$ cat config.mk
export PLATFORM = sky130hd
export DESIGN_NAME = rbrd_mul
export DESIGN_NICKNAME = d
export VERILOG_FILES = /design/src/hw/rtl/rbrd_pkg.sv /design/src/hw/rtl/rbrd_mul.sv
export SDC_FILE = /design/constraint.sdc
export NUM_CORES = 2
export LEC_CHECK = 0
export BUFFER_PORTS_ARGS = -buffer_cell sky130_fd_sc_hd__clkbuf_2
export CORE_MARGIN = 2
export CORE_UTILIZATION = 35
export DETAILED_ROUTE_END_ITERATION = 16
export GPL_ROUTABILITY_DRIVEN = 0
export PLACE_DENSITY_LB_ADDON = 0.15
export SKIP_CTS_REPAIR_TIMING = 1
export SLEW_MARGIN = 25
export SYNTH_ARGS = -nofsm -noshare
export SYNTH_HDL_FRONTEND = slang
export SYNTH_SLANG_ARGS = --single-unit
$ cat constraint.sdc
create_clock -name i_clk -period 7.2 [get_ports i_clk]
set_clock_uncertainty 0.15 [all_clocks]
set_input_delay 0.72 -clock i_clk [delete_from_list [all_inputs] [get_ports i_clk]]
set_output_delay 0.72 -clock i_clk [all_outputs]
set_load 0.005 [all_outputs]
$ cat src/hw/rtl/rbrd_pkg.sv
// ----------------------------------------------------------------------------
// rbrd_pkg
// widths, types and the floor shift with saturation for the rigid body
// rotation derivative datapath
// ----------------------------------------------------------------------------
package rbrd_pkg;

    localparam int FRAC_BITS = 20;
    localparam int VAL_W     = 40;
    localparam int HALF_W    = VAL_W / 2;
    localparam int PLO_W     = VAL_W + HALF_W + 1;
    localparam int PHI_W     = 2 * VAL_W - HALF_W;
    localparam int PROD_W    = 2 * VAL_W;
    localparam int SUM_W     = PROD_W + 2;
    localparam int N_IN      = 12;
    localparam int N_AX      = 9;
    localparam int PIPE_D    = 6;

    typedef logic signed [VAL_W-1:0]  t_val;
    typedef logic signed [PROD_W-1:0] t_prod;
    typedef logic signed [SUM_W-1:0]  t_sum;

    typedef enum logic [1:0] {
        CFG_ROLL  = 2'd0,
        CFG_PITCH = 2'd1,
        CFG_YAW   = 2'd2
    } t_cfg_idx;

    localparam t_val VAL_MAX = {1'b0, {(VAL_W-1){1'b1}}};
    localparam t_val VAL_MIN = {1'b1, {(VAL_W-1){1'b0}}};

    function automatic t_val scale_sat(input t_sum x);
        t_sum                  sh;
        logic [SUM_W-VAL_W:0]  hi;
        sh = x >>> FRAC_BITS;
        hi = sh[SUM_W-1:VAL_W-1];
        if ((&hi) || !(|hi)) begin
            return sh[VAL_W-1:0];
        end else if (sh[SUM_W-1]) begin
            return VAL_MIN;
        end else begin
            return VAL_MAX;
        end
    endfunction

endpackage

$ cat src/hw/rtl/rbrd_mul.sv
// ----------------------------------------------------------------------------
// rbrd_mul
// two-stage exact signed multiplier, one operand split into halves
// ----------------------------------------------------------------------------
module rbrd_mul (
    input  logic           i_clk,
    input  rbrd_pkg::t_val i_a,
    input  rbrd_pkg::t_val i_b,
    output rbrd_pkg::t_prod o_p
);

    logic signed [rbrd_pkg::HALF_W:0]                  b_lo;
    logic signed [rbrd_pkg::VAL_W-rbrd_pkg::HALF_W-1:0] b_hi;
    logic signed [rbrd_pkg::PLO_W-1:0]                 r_lo;
    logic signed [rbrd_pkg::PHI_W-1:0]                 r_hi;
    rbrd_pkg::t_prod                                   r_p;

    assign b_lo = $signed({1'b0, i_b[rbrd_pkg::HALF_W-1:0]});
    assign b_hi = i_b[rbrd_pkg::VAL_W-1:rbrd_pkg::HALF_W];

    always_ff @(posedge i_clk) begin
        r_lo <= (rbrd_pkg::PLO_W)'(i_a) * (rbrd_pkg::PLO_W)'(b_lo);
        r_hi <= (rbrd_pkg::PHI_W)'(i_a) * (rbrd_pkg::PHI_W)'(b_hi);
        r_p  <= (rbrd_pkg::t_prod'(r_hi) <<< rbrd_pkg::HALF_W) + rbrd_pkg::t_prod'(r_lo);
    end

    assign o_p = r_p;

endmodule

==> results_tabular.tex <==
\begin{tabular}{lr}
\hline
Metric & Value \\
\hline
\multicolumn{2}{l}{\textbf{Status}} \\
Outcome & finished with violations \\
Violations in the final reports & negative setup slack \\
\multicolumn{2}{l}{\textbf{Die}} \\
Die H & approximately 430 um \\
Row cnt & approximately 160 \\
Number of top-level design ports & around 160 \\
Overall die area & between 150000 and 200000 um2 \\
Starting Density & 0.351 \\
Floorplan die width & roughly 430 um \\
Total core area & about 180000 um2 \\
\multicolumn{2}{l}{\textbf{Timing}} \\
Fmax & 137 MHz \\
Fin worst setup slack & -75.1 ps \\
Fin. Hold Viols & 0 \\
Headroom to the max-slew limit & 0.450 \\
Final Slew Violations & 0 \\
Setup total negative slack & -109 ps \\
Unrepaired setup endpoints after global routing & yes \\
\# setup viols final & 3 \\
Minimum clock period after layout & 7280 ps \\
Part of the cycle the worst path needs & 1.01 \\
Transition time at the pin with the least slew margin & $\sim$820 ps \\
\multicolumn{2}{l}{\textbf{Logic synthesis}} \\
Sequential cell area fraction in the yosys report & 0.0644 \\
Async set-reset flop share out of synthesis & 0 \\
Number of cells produced by synthesis & $\sim$7000 \\
Number of enable flip-flop cells after synthesis & 0 \\
Number of register bits inferred by synthesis & approximately 200 \\
Flip-flop cell with the highest count after synthesis & sky130\_fd\_sc\_hd\_\_dfxtp\_1 \\
Total of warnings raised by yosys & 0 \\
Post-Synthesis Mean Instance Area & about 9 um2 \\
Cell area after technology mapping & about 62000 um2 \\
Net Count, Synth & roughly 9000 \\
Count of different cell masters after synthesis & 82 \\
\multicolumn{2}{l}{\textbf{Setup path}} \\
Kind of start point of the critical path & input port \\
Required time at the worst-slack endpoint & about 7600 ps \\
Top fanout value on the critical path & 7 \\
Class of the most critical setup path & input port to register \\
WP data arrival & roughly 7700 ps \\
Critical path launch point & i\_a[12] \\
Critical R2R Launch & r\_lo[29] \\
CP endpoint kind & register \\
\multicolumn{2}{l}{\textbf{CTS}} \\
Worst-skew pair later-pin latency & roughly 650 ps \\
Clock transition time at the flip-flop clock pins of the worst setup and hold paths & around 60 ps \\
Number of buffers created by CTS & 29 \\
Clock root buffer & sky130\_fd\_sc\_hd\_\_clkbuf\_16 \\
Maximum count of clock buffers along a single path & 3 \\
Clock sinks & approximately 200 \\
CTS tree & built \\
H-tree depth reported by CTS & 1 \\
\multicolumn{2}{l}{\textbf{Drt}} \\
Drt first-iter violations & 2157 \\
Total detailed-routing wirelength & roughly 190000 um \\
Antenna-violating nets left & 0 \\
DR pass1 iterations & 7 \\
Average wire per cell in the routed design & $\sim$19 um \\
Average vias per placed instance & $\sim$4.7 \\
Number of vias after detailed routing & about 48000 \\
Number of remaining DRC errors & 0 \\
\multicolumn{2}{l}{\textbf{Placed design}} \\
Cell total after placement & approximately 10000 \\
Sum of net half-perimeters after detailed placement & around 170000 um \\
Post-placement worst setup slack & -978 ps \\
Count of input and output buffers & 160 \\
\multicolumn{2}{l}{\textbf{Finish}} \\
Layout cells sized above 1 & 0.173 \\
Filler cell count in the final layout & 17739 \\
Post-Route Utilization & 0.427 \\
Most common cell after layout, fill and taps aside & sky130\_fd\_sc\_hd\_\_inv\_1 \\
Sequential Area & between 4000 and 5000 um2 \\
Area growth, synth to finish & 21.5\% \\
Area used by multi-input combinational logic & 51400 um2 \\
Number of nets in the finished design & between 9000 and 10000 \\
Commonest cells after routing, fill and taps aside & 1758 x sky130\_fd\_sc\_hd\_\_inv\_1, 1539 x sky130\_fd\_sc\_hd\_\_fa\_1, 1023 x sky130\_fd\_sc\_hd\_\_nand2\_1 \\
Cell Count, Final, Fillers Out & slightly above 10000 \\
\multicolumn{2}{l}{\textbf{Flow run}} \\
Max-cap viol count & 0 \\
\multicolumn{2}{l}{\textbf{GRT}} \\
Antenna violations before repair & 7 \\
Wire length of the first global-routing pass & between 300000 and 400000 um \\
Number of global-route vias before repair & 53302 \\
Gr ovfl total & 0 \\
Total track usage & 0.218 \\
Pin count of the biggest net entering global routing & 24 \\
\multicolumn{2}{l}{\textbf{Hold path}} \\
Class of the most critical hold timing path & register to register \\
Start point of the worst min-delay path & r\_lo[2] \\
\hline
\end{tabular}
==> worst max-delay path, stage by stage <==
cell,delay (ps)
sky130_fd_sc_hd__buf_6,100
sky130_fd_sc_hd__buf_12,150
sky130_fd_sc_hd__buf_16,150
sky130_fd_sc_hd__and2_4,140
sky130_fd_sc_hd__fa_1,540
sky130_fd_sc_hd__inv_2,40
sky130_fd_sc_hd__fa_2,440
sky130_fd_sc_hd__fa_1,510
sky130_fd_sc_hd__inv_2,40
sky130_fd_sc_hd__fa_1,490
sky130_fd_sc_hd__fa_1,530
sky130_fd_sc_hd__fa_1,550
sky130_fd_sc_hd__inv_1,60
sky130_fd_sc_hd__fa_1,520
sky130_fd_sc_hd__inv_2,50
sky130_fd_sc_hd__ha_4,260
sky130_fd_sc_hd__a21oi_4,190
sky130_fd_sc_hd__o21ai_4,80
sky130_fd_sc_hd__a311oi_2,290
sky130_fd_sc_hd__o21bai_2,170
sky130_fd_sc_hd__o31a_1,380
sky130_fd_sc_hd__a41o_4,270
sky130_fd_sc_hd__a211oi_4,260
sky130_fd_sc_hd__o41ai_2,130
sky130_fd_sc_hd__or4_1,480
sky130_fd_sc_hd__nand4_1,80
==> routing by layer <==
| metal | wire length [um] | track usage | vias up |
|---|---|---|---|
| li1 | - | - | 21782 |
| met5 | 27 | 0 | - |
| met3 | 5910 | 0.0134 | 248 |
| met4 | 7540 | 0.0628 | 4 |
| met1 | 77900 | 0.265 | 24680 |
| met2 | 102000 | 0.411 | 814 |
==> registers in the layout, summed over array words and instances (netlist names) <==
signal / cells
o_p: 80
r_lo: 61
r_hi: 60
==> stage by stage <==
step / cell area [um2] / hold WS, ps
after global routing: 75900 / 169
after floorplan: 62600 / 160
final: 75900 / 168
after CTS: 73900 / 171
after detailed placement: 72800 / 162
after global placement: 72800 / 162
==> cells in the mapped netlist, types with 17 or more instances <==
| cell type | n | area (um2) |
|---|---|---|
| sky130_fd_sc_hd__fa_1 | 1560 | 31200 |
| sky130_fd_sc_hd__nor2b_1 | 21 | 131 |
| sky130_fd_sc_hd__nand4_1 | 27 | 169 |
| sky130_fd_sc_hd__nand2b_1 | 28 | 175 |
| sky130_fd_sc_hd__o211ai_1 | 19 | 143 |
| sky130_fd_sc_hd__clkbuf_1 | 339 | 1270 |
| sky130_fd_sc_hd__a31oi_1 | 17 | 106 |
| sky130_fd_sc_hd__a21oi_1 | 187 | 936 |
| sky130_fd_sc_hd__xnor2_1 | 119 | 1040 |
| sky130_fd_sc_hd__inv_1 | 1770 | 6640 |
| sky130_fd_sc_hd__o21ai_0 | 90 | 450 |
| sky130_fd_sc_hd__o21bai_1 | 27 | 203 |
| sky130_fd_sc_hd__nor3_1 | 32 | 160 |
| sky130_fd_sc_hd__nand3_1 | 36 | 180 |
| sky130_fd_sc_hd__and2_1 | 651 | 4070 |
| sky130_fd_sc_hd__ha_1 | 357 | 4470 |
| sky130_fd_sc_hd__nor2_1 | 136 | 510 |
| sky130_fd_sc_hd__dfxtp_1 | 201 | 4020 |
| sky130_fd_sc_hd__xor2_1 | 48 | 420 |
| sky130_fd_sc_hd__nand2_1 | 1034 | 3880 |
| sky130_fd_sc_hd__a21o_1 | 74 | 556 |
==> area by class of cell <==
class                   instances  share of cell area
multi-input cells            4649               0.677
repair buffers               1114               0.130
inverters                    1770              0.0875
flip-flops and latches        201              0.0530
well taps                    2355              0.0388
clock buffers                  35              0.0104
clock inverters                19             0.00333
diodes                          4            0.000132
==> cells by family after synthesis <==
group / count (synthesis) / share of synthesized area
compound gates: 536 / 0.0566
xor+xnor: 167 / 0.0234
fa+ha+maj: 1917 / 0.572
buf+inv: 2118 / 0.128
flops: 201 / 0.0644
mux: 5 / 0.000801
simple gates: 2024 / 0.156
==> worst paths after layout <==
check	end	slack (ps)	cells past startpoint
max	r_hi[59]	-80	26
min	o_p[2]	170	0
max reg2reg	o_p[74]	3000	11
min reg2reg	o_p[2]	170	0
Power is left out: the tool's default activity adds up to more than one toggle a clock period on the data nets, which glitch-free logic cannot reach.
